[src/hw/rtl/svpwm_pkg.sv]
// Shared types, codes and helper functions for the space vector PWM duty generator.
// No dependencies; the other files in hw/rtl that use it refer to it by scoped names.
package svpwm_pkg;

  // Configuration register indexes.
  localparam int CFG_IDX_W = 1;
  localparam logic [CFG_IDX_W-1:0] CFG_PWM_PERIOD = 1'd0;
  localparam logic [CFG_IDX_W-1:0] CFG_DC_BUS     = 1'd1;

  localparam logic [15:0] PWM_PERIOD_RST = 16'd4250;
  localparam logic [15:0] DC_BUS_RST     = 16'd24000;

  // sqrt(3) with 24 fraction bits, rounded to nearest at the working precision at elaboration.
  localparam longint SQRT3_Q24 = 64'd29058991;

  // Width of the signed compare values v1, v2 and v3.
  localparam int VAL_W = 35;

  // Sector codes.
  localparam logic [2:0] SEC_ZERO = 3'd0;
  localparam logic [2:0] SEC_1    = 3'd1;
  localparam logic [2:0] SEC_2    = 3'd2;
  localparam logic [2:0] SEC_3    = 3'd3;
  localparam logic [2:0] SEC_4    = 3'd4;
  localparam logic [2:0] SEC_5    = 3'd5;
  localparam logic [2:0] SEC_6    = 3'd6;

  // Control that travels alongside the data through the divider and back end.
  typedef struct packed {
    logic [2:0] sec;
    logic       ovm;
    logic       neg1;
    logic       neg2;
  } side_t;

  // Map of the three projection signs onto the sector number.
  function automatic logic [2:0] sector_of(input logic [2:0] idx);
    logic [2:0] s;
    case (idx)
      3'd1:    s = SEC_2;
      3'd2:    s = SEC_6;
      3'd3:    s = SEC_1;
      3'd4:    s = SEC_4;
      3'd5:    s = SEC_3;
      3'd6:    s = SEC_5;
      default: s = SEC_ZERO;
    endcase
    return s;
  endfunction

  // Saturate a signed compare value to the 15-bit timer range.
  function automatic logic [14:0] clamp15(input logic signed [VAL_W-1:0] v);
    logic [14:0] r;
    if (v < 0) begin
      r = '0;
    end else if (v > VAL_W'(32767)) begin
      r = 15'h7fff;
    end else begin
      r = v[14:0];
    end
    return r;
  endfunction

endpackage

[src/hw/rtl/svpwm_front.sv]
// Front end: sector detection, X/Y/Z numerators, over-modulation test and dividend forming.
// Depends on svpwm_pkg.
module svpwm_front #(
  parameter int FRAC_BITS = 16
) (
  input  logic                          clk,
  input  logic                          rst,
  input  logic                          en,
  input  logic                          in_valid,
  input  logic signed [15:0]            volt_alpha,
  input  logic signed [15:0]            volt_beta,
  input  logic [15:0]                   pwm_period,
  input  logic [15:0]                   dc_bus_voltage,
  output logic                          out_valid,
  output svpwm_pkg::side_t              out_side,
  output logic [2*FRAC_BITS+33:0]       num1,
  output logic [2*FRAC_BITS+33:0]       num2,
  output logic [FRAC_BITS+18:0]         den
);
  localparam int F    = FRAC_BITS;
  localparam int PW   = F + 18;   // signed products with sqrt(3)
  localparam int NBW  = F + 19;   // signed numerators
  localparam int MW   = F + 18;   // numerator magnitudes
  localparam int DW   = F + 19;   // divisor
  localparam int PRW  = MW + 16;  // magnitude times period
  localparam int NW   = PRW + F;  // dividend
  localparam int S3W  = F + 2;
  localparam longint S3_VAL =
    (svpwm_pkg::SQRT3_Q24 + ((64'd1 << (24 - F)) >> 1)) >> (24 - F);
  localparam logic signed [S3W-1:0] S3 = S3W'(S3_VAL);

  logic [15:0] bus_v;
  assign bus_v = (dc_bus_voltage == 16'd0) ? 16'd1 : dc_bus_voltage;

  // Stage 1: input register.
  logic               v1;
  logic signed [15:0] a1, b1;
  // Stage 2: products with sqrt(3).
  logic               v2;
  logic signed [15:0] a2, b2;
  logic signed [PW-1:0] pa2, pb2;
  // Stage 3: sector and selected numerators.
  logic                  v3;
  logic [2:0]            sec3;
  logic signed [NBW-1:0] n1_3, n2_3;
  // Stage 4: magnitudes and over-modulation decision.
  logic                  v4;
  logic [2:0]            sec4;
  logic [MW-1:0]         mag1_4, mag2_4;
  logic                  neg1_4, neg2_4, ovm4;
  logic [DW-1:0]         sum4;
  // Stage 5: products with the period and the divisor.
  logic [PRW-1:0]        prod1, prod2;

  // Stage 3 logic.
  logic signed [NBW-1:0] pa_e, pb_e, bf, af, a3f, xn, yn, zn, n1_c, n2_c;
  logic [2:0]            idx, sec_c;
  always_comb begin
    pa_e = NBW'(pa2);
    pb_e = NBW'(pb2);
    bf   = NBW'(b2) <<< F;
    af   = NBW'(a2) <<< F;
    a3f  = (af <<< 1) + af;
    idx[0] = (b2 > 16'sd0);
    idx[1] = ((pa_e - bf) > 0);
    idx[2] = ((-pa_e - bf) > 0);
    sec_c  = svpwm_pkg::sector_of(idx);
    xn = pb_e <<< 1;
    yn = a3f + pb_e;
    zn = pb_e - a3f;
    case (sec_c)
      svpwm_pkg::SEC_1: begin n1_c = -zn; n2_c = xn;  end
      svpwm_pkg::SEC_2: begin n1_c = zn;  n2_c = yn;  end
      svpwm_pkg::SEC_3: begin n1_c = xn;  n2_c = -yn; end
      svpwm_pkg::SEC_4: begin n1_c = -xn; n2_c = zn;  end
      svpwm_pkg::SEC_5: begin n1_c = -yn; n2_c = -zn; end
      svpwm_pkg::SEC_6: begin n1_c = yn;  n2_c = -xn; end
      default:          begin n1_c = '0;  n2_c = '0;  end
    endcase
  end

  // Stage 4 logic.
  logic signed [NBW:0] sum_c, lim_c;
  logic                ovm_c;
  logic signed [NBW-1:0] abs1_c, abs2_c;
  always_comb begin
    sum_c  = (NBW+1)'(n1_3) + (NBW+1)'(n2_3);
    lim_c  = $signed((NBW+1)'(bus_v)) <<< (F + 1);
    ovm_c  = (sec3 != svpwm_pkg::SEC_ZERO) && (pwm_period != 16'd0) && (sum_c > lim_c);
    abs1_c = n1_3[NBW-1] ? -n1_3 : n1_3;
    abs2_c = n2_3[NBW-1] ? -n2_3 : n2_3;
  end

  always_ff @(posedge clk) begin
    if (rst) begin
      v1 <= 1'b0;
      v2 <= 1'b0;
      v3 <= 1'b0;
      v4 <= 1'b0;
      out_valid <= 1'b0;
    end else if (en) begin
      v1 <= in_valid;
      v2 <= v1;
      v3 <= v2;
      v4 <= v3;
      out_valid <= v4;
    end
  end

  always_ff @(posedge clk) begin
    if (en) begin
      a1     <= volt_alpha;
      b1     <= volt_beta;
      a2     <= a1;
      b2     <= b1;
      pa2    <= PW'(S3) * PW'(a1);
      pb2    <= PW'(S3) * PW'(b1);
      sec3   <= sec_c;
      n1_3   <= n1_c;
      n2_3   <= n2_c;
      sec4   <= sec3;
      mag1_4 <= abs1_c[MW-1:0];
      mag2_4 <= abs2_c[MW-1:0];
      neg1_4 <= n1_3[NBW-1];
      neg2_4 <= n2_3[NBW-1];
      ovm4   <= ovm_c;
      sum4   <= sum_c[DW-1:0];
      prod1  <= PRW'(mag1_4) * PRW'(pwm_period);
      prod2  <= PRW'(mag2_4) * PRW'(pwm_period);
      den    <= ovm4 ? sum4 : DW'({bus_v, 1'b0});
      out_side.sec  <= sec4;
      out_side.ovm  <= ovm4;
      out_side.neg1 <= neg1_4;
      out_side.neg2 <= neg2_4;
    end
  end

  // When scaled, the dividend carries the extra 2^F of the period term.
  assign num1 = out_side.ovm ? {prod1, {F{1'b0}}} : NW'(prod1);
  assign num2 = out_side.ovm ? {prod2, {F{1'b0}}} : NW'(prod2);

endmodule

[config.mk]
export PLATFORM = sky130hd
export DESIGN_NAME = svpwm_front
export DESIGN_NICKNAME = d
export VERILOG_FILES = /design/src/hw/rtl/svpwm_pkg.sv /design/src/hw/rtl/svpwm_front.sv
export SDC_FILE = /design/constraint.sdc
export NUM_CORES = 2
export LEC_CHECK = 0
export ABC_AREA = 1
export BUFFER_PORTS_ARGS = -buffer_cell sky130_fd_sc_hd__buf_2
export CORE_UTILIZATION = 45
export DETAILED_ROUTE_END_ITERATION = 8
export PLACE_DENSITY = 0.67
export SLEW_MARGIN = 10
export SYNTH_ARGS = -nofsm -noshare
export SYNTH_HDL_FRONTEND = slang
export SYNTH_SLANG_ARGS = --single-unit
[constraint.sdc]
create_clock -name clk -period 8.45 [get_ports clk]
set_input_delay 1.69 -clock clk [delete_from_list [all_inputs] [get_ports clk]]
set_output_delay 1.69 -clock clk [all_outputs]
set_load 0.01 [all_outputs]
Word level (Yosys, flattened, before mapping)

Index checks and enable logic that the tools add are counted.
W data, S select, Z words.

Add/subtract/negate cells: 12
Multiply operators: 4
Order comparisons: 4
Eq/ne operators: 12
Mux-type cells: 9
Reductions and logical operators: 5

Operator list:

| kind                     | number |
|---|---|
| $pmux W35 S6             | 2 |
| $mux W66                 | 2 |
| $neg A35 Y35             | 3 |
| $mul A34 B16 Y50         | 2 |
| $gt A35 B1 Y1 const B    | 2 |
| $mux W34                 | 2 |
| $neg A34 Y34             | 2 |
| $mul A15 B16 Y31 const A | 2 |
| $add A35 B35 Y36         | 1 |
| $gt A36 B34 Y1           | 1 |
| $add A34 B34 Y35         | 1 |
| $neg A34 Y35             | 1 |
| $sub A34 B32 Y35         | 1 |
| $sub A34 B34 Y35         | 1 |
| $sub A35 B32 Y35         | 1 |
| $add A33 B32 Y34         | 1 |
| $eq A3 B3 Y1 const B     | 6 |
| $pmux W3 S6              | 1 |
| $mux W17                 | 1 |
| $gt A16 B1 Y1 const B    | 1 |
| $logic_not A16 Y1        | 1 |
| $mux W16                 | 1 |
| $reduce_bool A16 Y1      | 1 |
| $eq A3 B2 Y1 const B     | 4 |
| 3 further kinds          | 5 |

Bits in registers: 454
Input bits: 68
Output and inout bits: 174
Word-level logic and storage cells: 75

Logic depth before layout (Yosys ltp)

Depth in word-level cells: 7
Depth in mapped cells: 33
Gate-level depth less buffers: 32

Worst setup path before layout

Ideal clock, no wire load.

Kind: input-to-reg
From: in pwm_period[7]
To: reg prod2[46] (data pin)
Library setup time: 0.260 ns
Arrival: 7.100 ns
Data required time: 8.190 ns
Path slack: 1.090 ns
Stages on the path: 27
Buffers on the path: 2
Path through: clkbuf_1 > clkbuf_1 > nand2_1 > fa_1 > inv_1 > fa_1 > inv_1 > fa_1 > inv_1 > fa_1 > fa_1 > inv_1 > fa_1 > inv_1 > ha_1 > a21oi_1 > inv_1 > nor2_1 > nand2_1 > nand2_1 > o211ai_1 > a21oi_1 > o21ai_0 > a21oi_1 > nor2_1 > nor2_1 > xor2_1

Word-level cells in the longest chain between the ends: 1

Ends and longest elaborated chain:

| element              | line               | source |
|---|---|---|
| from (decl)          | svpwm_front.sv:12  | `input logic [15:0] pwm_period,` |
| $mul A34 B16 Y50     | svpwm_front.sv:129 | `prod2 <= PRW'(mag2_4) * PRW'(pwm_period);` |
| to (signal assigned) | svpwm_front.sv:129 |  |
| to (decl)            | svpwm_front.sv:53  | `logic [PRW-1:0] prod1, prod2;` |

No other way between the ends.
A chain may end at the register's enable or synchronous reset.

Final worst setup path

From: in pwm_period[1]
To: reg prod2[33] (data pin)

The elaborated chain is that of the path after synthesis.

==> summary.txt <==
Logic synthesis
  • EDFF count, synth: 423
  • Top post-synthesis cells by area: fa_1 29%, edfxtp_1 18%, inv_1 12%
  • FFs w/ async S/R, synth: 0%
  • Yosys cell types: 63
  • Most frequent cell after synthesis: inv_1
  • Post-Synthesis Cell Area: 72,490 um2
  • Synth Instances: 9,222
  • Count of state elements after synthesis: 428
  • Synth top area share: 29.13%
  • Register area share after synthesis: 17.66%
  • Post-synth top area cell: fa_1
  • Commonest cells post-synth: 2,334 x inv_1, 2,185 x nand2_1, 1,055 x fa_1
  • Syn_area_per_cell: 7.861 um2
  • Warnings, synthesis: 0
  • Most used flip-flop cell after synthesis: edfxtp_1

Timing
  • RSZ-0062 raised after global routing: false
  • Max Slew Vio Count: 0
  • Post-route worst setup slack: 886.7 ps
  • Slew HR: 27.62%
  • Final hold viol count: 0
  • Setup TNS after final layout: 0 ps
  • Max Clk Rate: 132.2 MHz
  • Final Setup Violations: 0
  • Worst Tran Pin Value: 1083 ps
  • Setup Skew: 39.14 ps
  • Min Clock Period, post-route: 7563 ps
  • Final period utilization: 89.51%

Worst hold path
  • Min-Delay Path Depth: 0
  • Hold Path Class: flip-flop to flip-flop
  • Hold wc startpoint: sec4[0]$_DFFE_PP_
  • Endpoint, Worst Hold: out_side[3]$_DFFE_PP_

Floorplanning
  • Row cnt: 146
  • Die Height: 403.4 um
  • Starting Density: 45.56%
  • DIE AREA: 162,700 um2
  • Placeable Area: 159,100 um2
  • Die X-Extent: 403.4 um
  • I/O pin count: 242

Route
  • Wire length per cell: 17.34 um
  • Detailed-route DRC error count: 0
  • Vias post-DR: 58,530
  • Final wirelength: 198,100 um
  • Initial drt markers: 4,095
  • Routed Antenna Nets: 0
  • Pre-Repair DR Iteration Count: 7
  • Vias/cell: 5.122

Placed design
  • Gpl congestion: 0.9751
  • Hpwl dp: 160,200 um
  • Dpl ws: 218.7 ps
  • IO Port Bufs: 234

Setup path
  • Setup CP Type: input port to flip-flop
  • CP cell instances: buf_2 -> nand2_1 -> fa_1 -> fa_1 -> fa_1 -> fa_1 -> inv_1 -> fa_1 -> fa_1 -> ha_1 -> a21oi_1 -> inv_1 -> a21oi_1 -> o21ai_0 -> a21boi_0 -> o21ai_0 -> a21oi_1 -> xnor2_1
  • Most used cell, CP: fa_1
  • Req. time, crit path: 8860 ps
  • Worst reg2reg setup slack: 1820 ps
  • Critical R2R Capture: prod2[33]$_DFFE_PP_
  • Worst reg2reg startpoint: mag2_4[12]$_DFFE_PP_
  • Slowest-stage cell, CP: buf_2
  • Crit-path max cell delay: 700 ps
  • R2R depth: 17
  • CP arrival: 7970 ps
  • Endpoint class of the critical path: flip-flop
  • Worst setup SP type: input port
  • Crit path max fanout: 30

Cells and area
  • Final Util: 48.69%
  • Reg area: 12,800 um2
  • FILL cells: 15,350
  • Nets: 10,980
  • Multi-input gate area: 49,410 um2
  • Layout area overhead: 6.871%
  • # diodes: 0
  • Layout cells sized above 1: 4.891%

CTS
  • Clk slew on worst S/H paths: 60 ps
  • CTS buffer count: 54
  • Sink Count: 428
  • Root Driver: clkbuf_16
  • Clock Path Buffers: 3
  • CTS resizes: 0
  • CTS tree: yes
  • CTS Hold Buffers Added: 0
  • Clock latency on the worst-skew pair: 680 ps
  • Number of setup buffers added after CTS: 0
  • CTS H-Tree Depth: 2

Flow run
  • Max_cap viols: 0

Global route
  • Busiest grt layer: met2
  • Met3 Usage GRT: 3.046%
  • Largest net degree at the start of global routing: 147
  • First-pass GRT wire length: 319,800 um
  • Congestion Overflow GR: 0
  • Met2 Use GR: 42.24%
  • Total track usage: 24.69%
  • Antenna violations before repair: 2
  • Met1 Usage GRT: 31.98%
  • Vias in the first global route: 60,000

Run status
  • Outcome: finished clean
## per-stage QoR
step	hold slack (ps)	std cells	area (um2)
floorplan	400.3	9228	72510
global placement	426.3	11330	75620
detailed placement	420.9	11330	75620
CTS	437.6	11430	77470
global route	453.1	11430	77470
finish	432.3	11430	77470
## worst max path at each step
stage | slack, ps | cells past startpoint | from | endpoint
2_1_floorplan | 1090 | 27 | pwm_period[7] | prod2[46]$_DFFE_PP_
3_3_place_gp | 240 | 18 | pwm_period[1] | prod2[33]$_DFFE_PP_
3_5_place_dp | 220 | 18 | pwm_period[1] | prod2[33]$_DFFE_PP_
4_1_cts | 930 | 18 | pwm_period[1] | prod2[33]$_DFFE_PP_
5_1_grt | 630 | 18 | pwm_period[1] | prod2[33]$_DFFE_PP_
6_report | 890 | 18 | pwm_period[1] | prod2[33]$_DFFE_PP_
## placed cells by master, fill, tap and decap left out, drive strengths merged, types with 10 or more instances in the layout
cell type  instances
inv             2351
nand2           2192
fa              1055
ha               617
nor2             574
nand3            453
edfxtp           423
a21oi            351
buf              307
o21ai            213
xor2             201
xnor2            100
nor3              63
clkbuf            60
nand4             51
a31oi             37
nor4              28
o21bai            28
clkinv            24
a21o              22
o21a              15
or2               12
o221ai            10
a21boi            10
nand3b            10
## critical path, delay by kind of cell
family | cells | cell delay [ps]
buffers and inverters | 3 | 820
and+or+nand+nor | 1 | 190
xor gates and xnor gates | 1 | 90
AOI/OAI and AO/OA | 6 | 1710
adders and majority gates | 7 | 3430
## per-layer routing
| layer | vias to the layer above | share of wire, % |
|---|---|---|
| met2 | 2128 | 48 |
| met3 | 396 | 6.7 |
| met4 | 0 | 4.0 |
| met1 | 28290 | 42 |
| li1 | 27720 | - |
| met5 | - | 0 |
## registers in the layout (all words and copies together), names as in the netlist, 3 cells and up
name,flops
n1_3,32
sec3,3
pa2,29
b2,16
out_side,6
a1,16
sum4,32
b1,16
prod1,47
den,34
sec4,3
mag2_4,31
prod2,47
n2_3,32
mag1_4,31
pb2,29
a2,16
## kinds of logic after synthesis
group,after synthesis,synth area share (%)
AO/OA/AOI/OAI,727,5.589
flip-flops,428,17.66
adder cells (fa/ha/maj),1672,39.78
AND/OR/NAND/NOR,3393,19.03
other,1,0.005173
XOR/XNOR,301,3.647
buffers and inverters,2698,14.25
multiplexers,2,0.03107
## final cells by class
cell class                      count  area share [%]
Clock buffer                       60           1.801
Clock inverter                     41          0.5862
Tap cell                         2146           3.466
Multi-Input combinational cell   6102           63.78
Timing Repair Buffer              307           2.490
Inverter                         2344           11.36
Sequential cell                   428           16.52
Power is not shown: default switching activity piles up to over one toggle a cycle in this logic, so the estimate is an artifact.
