`src/hw/rtl/svpwm_pkg.sv`:
```
// Shared types, codes and helper functions for the space vector PWM duty generator.
// No dependencies; the other files in hw/rtl that use it refer to it by scoped names.
package svpwm_pkg;

  // Configuration register indexes.
  localparam int CFG_IDX_W = 1;
  localparam logic [CFG_IDX_W-1:0] CFG_PWM_PERIOD = 1'd0;
  localparam logic [CFG_IDX_W-1:0] CFG_DC_BUS     = 1'd1;

  localparam logic [15:0] PWM_PERIOD_RST = 16'd4250;
  localparam logic [15:0] DC_BUS_RST     = 16'd24000;

  // sqrt(3) with 24 fraction bits, rounded to nearest at the working precision at elaboration.
  localparam longint SQRT3_Q24 = 64'd29058991;

  // Width of the signed compare values v1, v2 and v3.
  localparam int VAL_W = 35;

  // Sector codes.
  localparam logic [2:0] SEC_ZERO = 3'd0;
  localparam logic [2:0] SEC_1    = 3'd1;
  localparam logic [2:0] SEC_2    = 3'd2;
  localparam logic [2:0] SEC_3    = 3'd3;
  localparam logic [2:0] SEC_4    = 3'd4;
  localparam logic [2:0] SEC_5    = 3'd5;
  localparam logic [2:0] SEC_6    = 3'd6;

  // Control that travels alongside the data through the divider and back end.
  typedef struct packed {
    logic [2:0] sec;
    logic       ovm;
    logic       neg1;
    logic       neg2;
  } side_t;

  // Map of the three projection signs onto the sector number.
  function automatic logic [2:0] sector_of(input logic [2:0] idx);
    logic [2:0] s;
    case (idx)
      3'd1:    s = SEC_2;
      3'd2:    s = SEC_6;
      3'd3:    s = SEC_1;
      3'd4:    s = SEC_4;
      3'd5:    s = SEC_3;
      3'd6:    s = SEC_5;
      default: s = SEC_ZERO;
    endcase
    return s;
  endfunction

  // Saturate a signed compare value to the 15-bit timer range.
  function automatic logic [14:0] clamp15(input logic signed [VAL_W-1:0] v);
    logic [14:0] r;
    if (v < 0) begin
      r = '0;
    end else if (v > VAL_W'(32767)) begin
      r = 15'h7fff;
    end else begin
      r = v[14:0];
    end
    return r;
  endfunction

endpackage

```
`src/hw/rtl/svpwm_back.sv`:
```
// Back end: signed active times, compare values v1..v3, phase routing and output register.
// Depends on svpwm_pkg.
module svpwm_back #(
  parameter int FRAC_BITS = 16
) (
  input  logic                     clk,
  input  logic                     rst,
  input  logic                     en,
  input  logic                     in_valid,
  input  svpwm_pkg::side_t         in_side,
  input  logic [FRAC_BITS+32:0]    quo1,
  input  logic [FRAC_BITS+32:0]    quo2,
  input  logic [15:0]              pwm_period,
  output logic                     out_valid,
  output logic [14:0]              duty_a,
  output logic [14:0]              duty_b,
  output logic [14:0]              duty_c,
  output logic [2:0]               sector_num,
  output logic                     over_modulated
);
  localparam int F   = FRAC_BITS;
  localparam int QW  = F + 33;
  localparam int TW  = QW + 1;
  localparam int DFW = F + 36;
  localparam int VW  = svpwm_pkg::VAL_W;

  // Signed shift right by k that truncates toward zero.
  function automatic logic signed [DFW-1:0] trunc_shr(input logic signed [DFW-1:0] x,
                                                      input int k);
    logic signed [DFW-1:0] bias;
    bias = x[DFW-1] ? $signed((DFW'(1) << k) - DFW'(1)) : '0;
    return (x + bias) >>> k;
  endfunction

  logic                  b1_v, b2_v, b3_v;
  svpwm_pkg::side_t      b1_s, b2_s, b3_s;
  logic signed [TW-1:0]  b1_t1, b1_t2, b2_t2;
  logic signed [VW-1:0]  b1_v1, b2_v1, b2_v2, b3_v1, b3_v2, b3_v3;

  logic signed [TW-1:0]  t1_c, t2_c;
  logic signed [DFW-1:0] diff_c, x2_c, x3_c, q1_c, q2_c, q3_c;
  always_comb begin
    t1_c   = in_side.neg1 ? -$signed({1'b0, quo1}) : $signed({1'b0, quo1});
    t2_c   = in_side.neg2 ? -$signed({1'b0, quo2}) : $signed({1'b0, quo2});
    diff_c = $signed(DFW'(pwm_period) << F) - DFW'(t1_c) - DFW'(t2_c);
    q1_c   = trunc_shr(diff_c, F + 2);
    x2_c   = (DFW'(b1_v1) <<< (F + 1)) + DFW'(b1_t1);
    q2_c   = trunc_shr(x2_c, F + 1);
    x3_c   = (DFW'(b2_v2) <<< (F + 1)) + DFW'(b2_t2);
    q3_c   = trunc_shr(x3_c, F + 1);
  end

  logic signed [VW-1:0] pa_c, pb_c, pc_c;
  always_comb begin
    case (b3_s.sec)
      svpwm_pkg::SEC_1: begin pa_c = b3_v1; pb_c = b3_v2; pc_c = b3_v3; end
      svpwm_pkg::SEC_2: begin pa_c = b3_v2; pb_c = b3_v1; pc_c = b3_v3; end
      svpwm_pkg::SEC_3: begin pa_c = b3_v3; pb_c = b3_v1; pc_c = b3_v2; end
      svpwm_pkg::SEC_4: begin pa_c = b3_v3; pb_c = b3_v2; pc_c = b3_v1; end
      svpwm_pkg::SEC_5: begin pa_c = b3_v2; pb_c = b3_v3; pc_c = b3_v1; end
      svpwm_pkg::SEC_6: begin pa_c = b3_v1; pb_c = b3_v3; pc_c = b3_v2; end
      default: begin
        pa_c = VW'(pwm_period[15:2]);
        pb_c = VW'(pwm_period[15:2]);
        pc_c = VW'(pwm_period[15:2]);
      end
    endcase
  end

  always_ff @(posedge clk) begin
    if (rst) begin
      b1_v <= 1'b0;
      b2_v <= 1'b0;
      b3_v <= 1'b0;
      out_valid <= 1'b0;
    end else if (en) begin
      b1_v <= in_valid;
      b2_v <= b1_v;
      b3_v <= b2_v;
      out_valid <= b3_v;
    end
  end

  always_ff @(posedge clk) begin
    if (en) begin
      b1_s  <= in_side;
      b1_t1 <= t1_c;
      b1_t2 <= t2_c;
      b1_v1 <= q1_c[VW-1:0];
      b2_s  <= b1_s;
      b2_t2 <= b1_t2;
      b2_v1 <= b1_v1;
      b2_v2 <= q2_c[VW-1:0];
      b3_s  <= b2_s;
      b3_v1 <= b2_v1;
      b3_v2 <= b2_v2;
      b3_v3 <= q3_c[VW-1:0];
      duty_a         <= svpwm_pkg::clamp15(pa_c);
      duty_b         <= svpwm_pkg::clamp15(pb_c);
      duty_c         <= svpwm_pkg::clamp15(pc_c);
      sector_num     <= b3_s.sec;
      over_modulated <= b3_s.ovm;
    end
  end

endmodule

```
`config.mk`:
```
export PLATFORM = sky130hd
export DESIGN_NAME = svpwm_back
export DESIGN_NICKNAME = d
export VERILOG_FILES = /design/src/hw/rtl/svpwm_pkg.sv /design/src/hw/rtl/svpwm_back.sv
export SDC_FILE = /design/constraint.sdc
export NUM_CORES = 1
export LEC_CHECK = 0
export BUFFER_PORTS_ARGS = -buffer_cell sky130_fd_sc_hd__buf_2
export CAP_MARGIN = 20
export CELL_PAD_IN_SITES_DETAIL_PLACEMENT = 2
export CELL_PAD_IN_SITES_GLOBAL_PLACEMENT = 2
export CORE_MARGIN = 4
export CORE_UTILIZATION = 44
export DETAILED_ROUTE_END_ITERATION = 7
export GPL_TIMING_DRIVEN = 0
export PLACE_DENSITY = 0.84
export SETUP_SLACK_MARGIN = 0.02
export SLEW_MARGIN = 20
export SYNTH_ARGS = -nofsm -noshare
export SYNTH_HDL_FRONTEND = slang
export SYNTH_SLANG_ARGS = --single-unit
```
`constraint.sdc`:
```
create_clock -name clk -period 14.9 [get_ports clk]
set_input_delay 3.725 -clock clk [delete_from_list [all_inputs] [get_ports clk]]
set_output_delay 3.725 -clock clk [all_outputs]
set_load 0.01 [all_outputs]
```
[Word-level counts from Yosys, hierarchy flattened]
Index checks and enable logic that the tools add are counted.
Storage, ports and cells
  logic and storage cells: 65
  register bits: 422
Operators by class
  reductions and logical operators: 9
  add/sub/neg operators: 9
  order comparisons: 6
  muxes and demuxes: 11
  equal/unequal tests: 6
Operators with widths (count)
  $pmux W35 S3: 3
  $gt A35 B16 Y1 const B: 3
  $lt A35 B1 Y1 const B: 3
  $add A52 B18 Y52: 2
  $mux W50: 2
  $neg A49 Y50: 2
  $add A51 B50 Y52: 1
  $add A52 B19 Y52: 1
  $add A52 B50 Y52: 1
  $sub A51 B50 Y52: 1
  $sub A33 B50 Y51: 1
  $mux W15: 3
  $mux W17: 2
  $mux W18: 1
  $reduce_or A2 Y1: 9
  $eq A3 B3 Y1 const B: 3
  $eq A3 B2 Y1 const B: 2
  $eq A3 B1 Y1 const B: 1

[Logic depth before layout (Yosys ltp)]
  depth after elaboration: 6
  gate-level depth with buffers: 33
  gate-level depth less buffers: 32

[Worst setup path after synthesis]
No wires, ideal clock.
  path type: input port to flip-flop
  from: input quo1[9]
  to: register b1_v1[16], data pin
  stages: 27
  slack: 3748 ps
  arrival: 10881 ps
  required time: 14629 ps
  path buffers: 1
  library setup time: 271 ps
  cell sequence: or4_4 or3_4 or3_1 or3_1 or3_1 or4_4 or3_1 o31a_1 xnor2_2 ha_1 ha_1 clkbuf_1 and3_1 nand3_1 or4_1 o22a_1 ha_1 a21o_1 a211oi_1 a21o_1 nand2_1 a21o_1 o31ai_1 o41a_1 nor2_1 a21oi_1 a31oi_1
On the way
  cells in the longest elaborated chain, start to end: 6
Ends and longest elaborated chain
  start: declaration: RTL line svpwm_back.sv:11  | input logic [FRAC_BITS+32:0] quo1,
  $neg A49 Y50: RTL line svpwm_back.sv:43  | t1_c = in_side.neg1 ? -$signed({1'b0, quo1}) : $signed({1'b0, quo1});
  $mux W50 *: RTL line svpwm_back.sv:43
  $sub A33 B50 Y51 *: RTL line svpwm_back.sv:45  | diff_c = $signed(DFW'(pwm_period) << F) - DFW'(t1_c) - DFW'(t2_c);
  $sub A51 B50 Y52 *: RTL line svpwm_back.sv:45
  $mux W18: RTL line svpwm_back.sv:31  | bias = x[DFW-1] ? $signed((DFW'(1) << k) - DFW'(1)) : '0;
  $add A52 B19 Y52 *: RTL line svpwm_back.sv:32  | return (x + bias) >>> k;
  net q1_c[16]: RTL line svpwm_back.sv:41  | logic signed [DFW-1:0] diff_c, x2_c, x3_c, q1_c, q2_c, q3_c;
  end signal: assignment: RTL line svpwm_back.sv:89  | b1_v1 <= q1_c[VW-1:0];
  end: declaration: RTL line svpwm_back.sv:38  | logic signed [VW-1:0] b1_v1, b2_v1, b2_v2, b3_v1, b3_v2, b3_v3;
The timed path passes the listed nets; every way through them passes the cells marked *.
A chain may end at the register's enable or synchronous reset.

[Worst setup path in the final report]
  from: input quo1[7]
  to: register b1_v1[16], data pin
Same word-level chain as after synthesis.

==> impl_metrics.json <==
{
  "worstSetupStartpointType": "primary input",
  "path_delay_family": "compound AO/OA/AOI/OAI gates",
  "syn-instance-count": 2840,
  "setup.worst_path.end": "b1_v1[16]$_DFFE_PP_",
  "antenna_found_initial": 9,
  "setup-tns-final_ps": 0,
  "synth_seq_cells": 422,
  "area_growth_syn_to_layout_pct": 12.32,
  "tritoncts": "done",
  "max_slew_margin_pct": 22.40,
  "cell_variety_after_synth": 85,
  "buffer_ports.inserted": 173,
  "cts.htree.levels": 2,
  "max-vdd-ir-drop_mv": 0.07613,
  "crit_required_ps": 15210,
  "worstSkewPairLatency_ps": 610,
  "part_of_the_cycle_the_worst_path_needs_pct": 88.24,
  "synthFlopType": "edfxtp_1",
  "crit_slowest_cell": "a211oi_1",
  "detail_route.wl_per_cell_um": 32.47,
  "achievable-frequency_mhz": 76.06,
  "slew_violations": 0,
  "mappedNetlistNets": 3176,
  "synth_seq_area_share_pct": 43.23,
  "postSynthAreaPerCell_um2": 10.29,
  "drive_gt1_share_pct": 10.65,
  "muxShareOfSynthArea_pct": 3.743,
  "first_pass_iters": 5,
  "grt_setup_unrepaired": "false",
  "layout.cells.most_common": "edfxtp_1",
  "floorplan.die_area_mm2": 0.07059,
  "detailroute.via_count": 26440,
  "post-dp-hpwl_mm": 96.06,
  "reg2regPathDepth": 19,
  "cts_root_buf": "clkbuf_16",
  "grt_max_degree": 114,
  "synth_simple_gate_area_share_pct": 13.87,
  "pwr_density_cell_mw_per_mm2": 199.9,
  "grt_first_pass_wirelength_mm": 189.9,
  "start_util_pct": 44.44,
  "floorplan.io_pins": 174,
  "die_w_um": 265.7,
  "reg2reg_slack_ps": 6830,
  "remaining_overflow_grt": 0,
  "number_of_enable_flip_flop_cells_after_synthesis": 418,
  "power.static_leakage_nw": 12.35,
  "synthesis.yosys.warnings": 0,
  "final_hold_viol_count": 0,
  "clock-skew-final_ps": 32.22,
  "final_core_utilization_pct": 49.92,
  "commonest_non_fill_non_tap_cells_in_the_layout": "edfxtp_1 (418), a21oi_1 (239), nand2_1 (219), ha_1 (193), o21ai_0 (182)",
  "coreArea_mm2": 0.06575,
  "post_cts_resized": 0,
  "main_combinational_cell_family_by_area_after_synthesis": "compound AO/OA/AOI/OAI gates",
  "synth-adder-area-share_pct": 9.566,
  "run_status": "finished clean",
  "num_rows": 94,
  "maxCapViolCount": 0,
  "worstSetupPathType": "in -> reg",
  "global_route.usage.total_pct": 35.15,
  "die_height_um": 265.7,
  "antenna_violating_nets_post_route": 0,
  "area_taken_by_multi_input_logic_gates_mm2": 0.01572,
  "detail_route.wirelength_mm": 129.0,
  "timing.rr.start": "b2_v2[0]$_DFFE_PP_",
  "synth_top_cell_area_share_pct": 42.96,
  "synth_largest_area_cell": "edfxtp_1",
  "worst_hold_path_type": "reg -> reg",
  "worst_ep_arrival_time_ps": 13450,
  "setup_viol_count_final": 0,
  "detail_route.vias_per_cell": 6.652,
  "fillCellCount": 6749,
  "place.gp.congestion": 0.9522,
  "worst_path_largest_cell_delay_ps": 790,
  "synthXorXnorAreaFrac_pct": 8.479,
  "postCtsSetupBuffers": 0,
  "grt_pass1_vias": 28760,
  "clock-sinks": 422,
  "startpoint": "quo1[7]",
  "postCtsHoldBufs": 0,
  "path_clk_slew_ps": 70,
  "ff_latch_area_mm2": 0.01263,
  "timing.critical_path.buf_inv": 2,
  "postSynth.asyncResetShare_pct": 0,
  "worst-slew-pin-transition_ps": 1135,
  "cts_made_buffers": 45,
  "dr.first_iter.drc_count": 2488,
  "finalNetCount": 3401,
  "max-clock-path-buffers": 3,
  "critPathCaptureType": "flip-flop",
  "syn-cell-area_mm2": 0.02922,
  "drc": 0,
  "path_depth": 29,
  "r2r_end": "b3_v3[34]$_DFFE_PP_",
  "synth-compound-area-share_pct": 18.04,
  "critPathMaxFanout": 11,
  "period_needed_ps": 13150,
  "synth.top_cells.by_area": "edfxtp_1 (43%), ha_1 (8.3%), xnor2_1 (5.3%)"
}
==> sequential cells by signal (all words and copies together) (netlist names), 3 cells and up <==
name,flops
b1_t1,50
b1_t2,50
b2_t2,50
b2_v2,35
b3_v2,35
b3_v3,35
b1_v1,34
b2_v1,34
b3_v1,34
duty_a,15
duty_b,15
duty_c,15
b1_s,4
b2_s,4
b3_s,4
sector_num,3
==> per-stage QoR <==
step	power [W]	area (um^2)	hold slack, ps	cells	setup WS, ps
global route	0.006850	32810	425.5	3972	1401
global placement	0.004777	31170	401.4	3877	1151
floorplan	0.003969	29220	400.3	2840	3748
CTS	0.006465	32790	423.7	3964	1904
finish	0.006562	32820	419.7	3974	1753
detailed placement	0.005150	31310	406.5	3882	1371
==> worst min path at each step <==
| stage | to | start | cells after the start | slack [ps] |
|---|---|---|---|---|
| floorplan | b2_s[2]$_DFFE_PP_ | b1_s[2]$_DFFE_PP_ | 0 | 400 |
| global placement | b3_v1[25]$_DFFE_PP_ | b2_v1[25]$_DFFE_PP_ | 0 | 400 |
| detailed placement | b3_v1[24]$_DFFE_PP_ | b2_v1[24]$_DFFE_PP_ | 0 | 410 |
| CTS | b2_t2[23]$_DFFE_PP_ | b1_t2[23]$_DFFE_PP_ | 0 | 420 |
| global route | b3_v1[23]$_DFFE_PP_ | b2_v1[23]$_DFFE_PP_ | 0 | 430 |
| finish | b2_t2[23]$_DFFE_PP_ | b1_t2[23]$_DFFE_PP_ | 0 | 420 |
==> cell usage after synthesis, drive strengths merged, types with 8 or more instances <==
| library cell | number |
|---|---|
| a21oi | 239 |
| o22ai | 16 |
| o221ai | 18 |
| inv | 143 |
| a21boi | 8 |
| a211oi | 29 |
| and3 | 26 |
| nor2 | 151 |
| nand2 | 219 |
| o31a | 9 |
| xor2 | 104 |
| a221oi | 34 |
| mux2 | 18 |
| nor3 | 65 |
| o211ai | 27 |
| buf | 12 |
| fa | 19 |
| a31oi | 32 |
| mux2i | 26 |
| ha | 193 |
| or2 | 13 |
| or4 | 30 |
| nand2b | 35 |
| o41ai | 14 |
| nor4 | 36 |
| edfxtp | 418 |
| or3 | 29 |
| xnor2 | 178 |
| and2 | 21 |
| nand3 | 67 |
| o21a | 37 |
| mux4 | 28 |
| o31ai | 22 |
| nor2b | 18 |
| clkbuf | 84 |
| o21bai | 21 |
| and4 | 9 |
| nand4 | 51 |
| o21ai | 185 |
| a21o | 57 |
==> where the power goes <==
group,internal (W),leakage (nW),switching (W),total (W)
logic,0.00115,7.50,0.00226,0.00341
registers,0.00173,4.12,0.000235,0.00197
clock network,0.000668,0.719,0.000515,0.00118
total,0.00355,12.3,0.00302,0.00656
==> layout make-up <==
class                      instances  share of cell area [%]
clock buffer                      57                   3.725
inverter                         143                   1.636
sequential                       422                   38.49
buffer                            96                   1.098
tap                              864                   3.294
timing repair buffer             178                   2.989
clock inverter                    25                  0.7854
multi-input combinational       2179                   47.91
antenna                           10                 0.07625
==> routing by layer <==
metal,wire length [um],vias up,GRT usage (%),share of wire [%]
met4,7954,6,18.36,6.2
met5,28,-,0,0.022
met2,63990,1238,62.15,50
met3,8131,415,4.765,6.3
li1,-,11290,-,-
met1,48930,13480,41.81,38
==> logic make-up (layout without fill, tap and decap cells) <==
family	after synthesis	after routing
DFF	422	422
adders and majority gates	212	212
muxes	72	72
AOI/OAI and AO/OA	818	818
and+or+nand+nor	795	795
other	0	10
xor gates and xnor gates	282	282
buffers and inverters	239	499
Note: power is estimated with default switching activity, not from simulation.
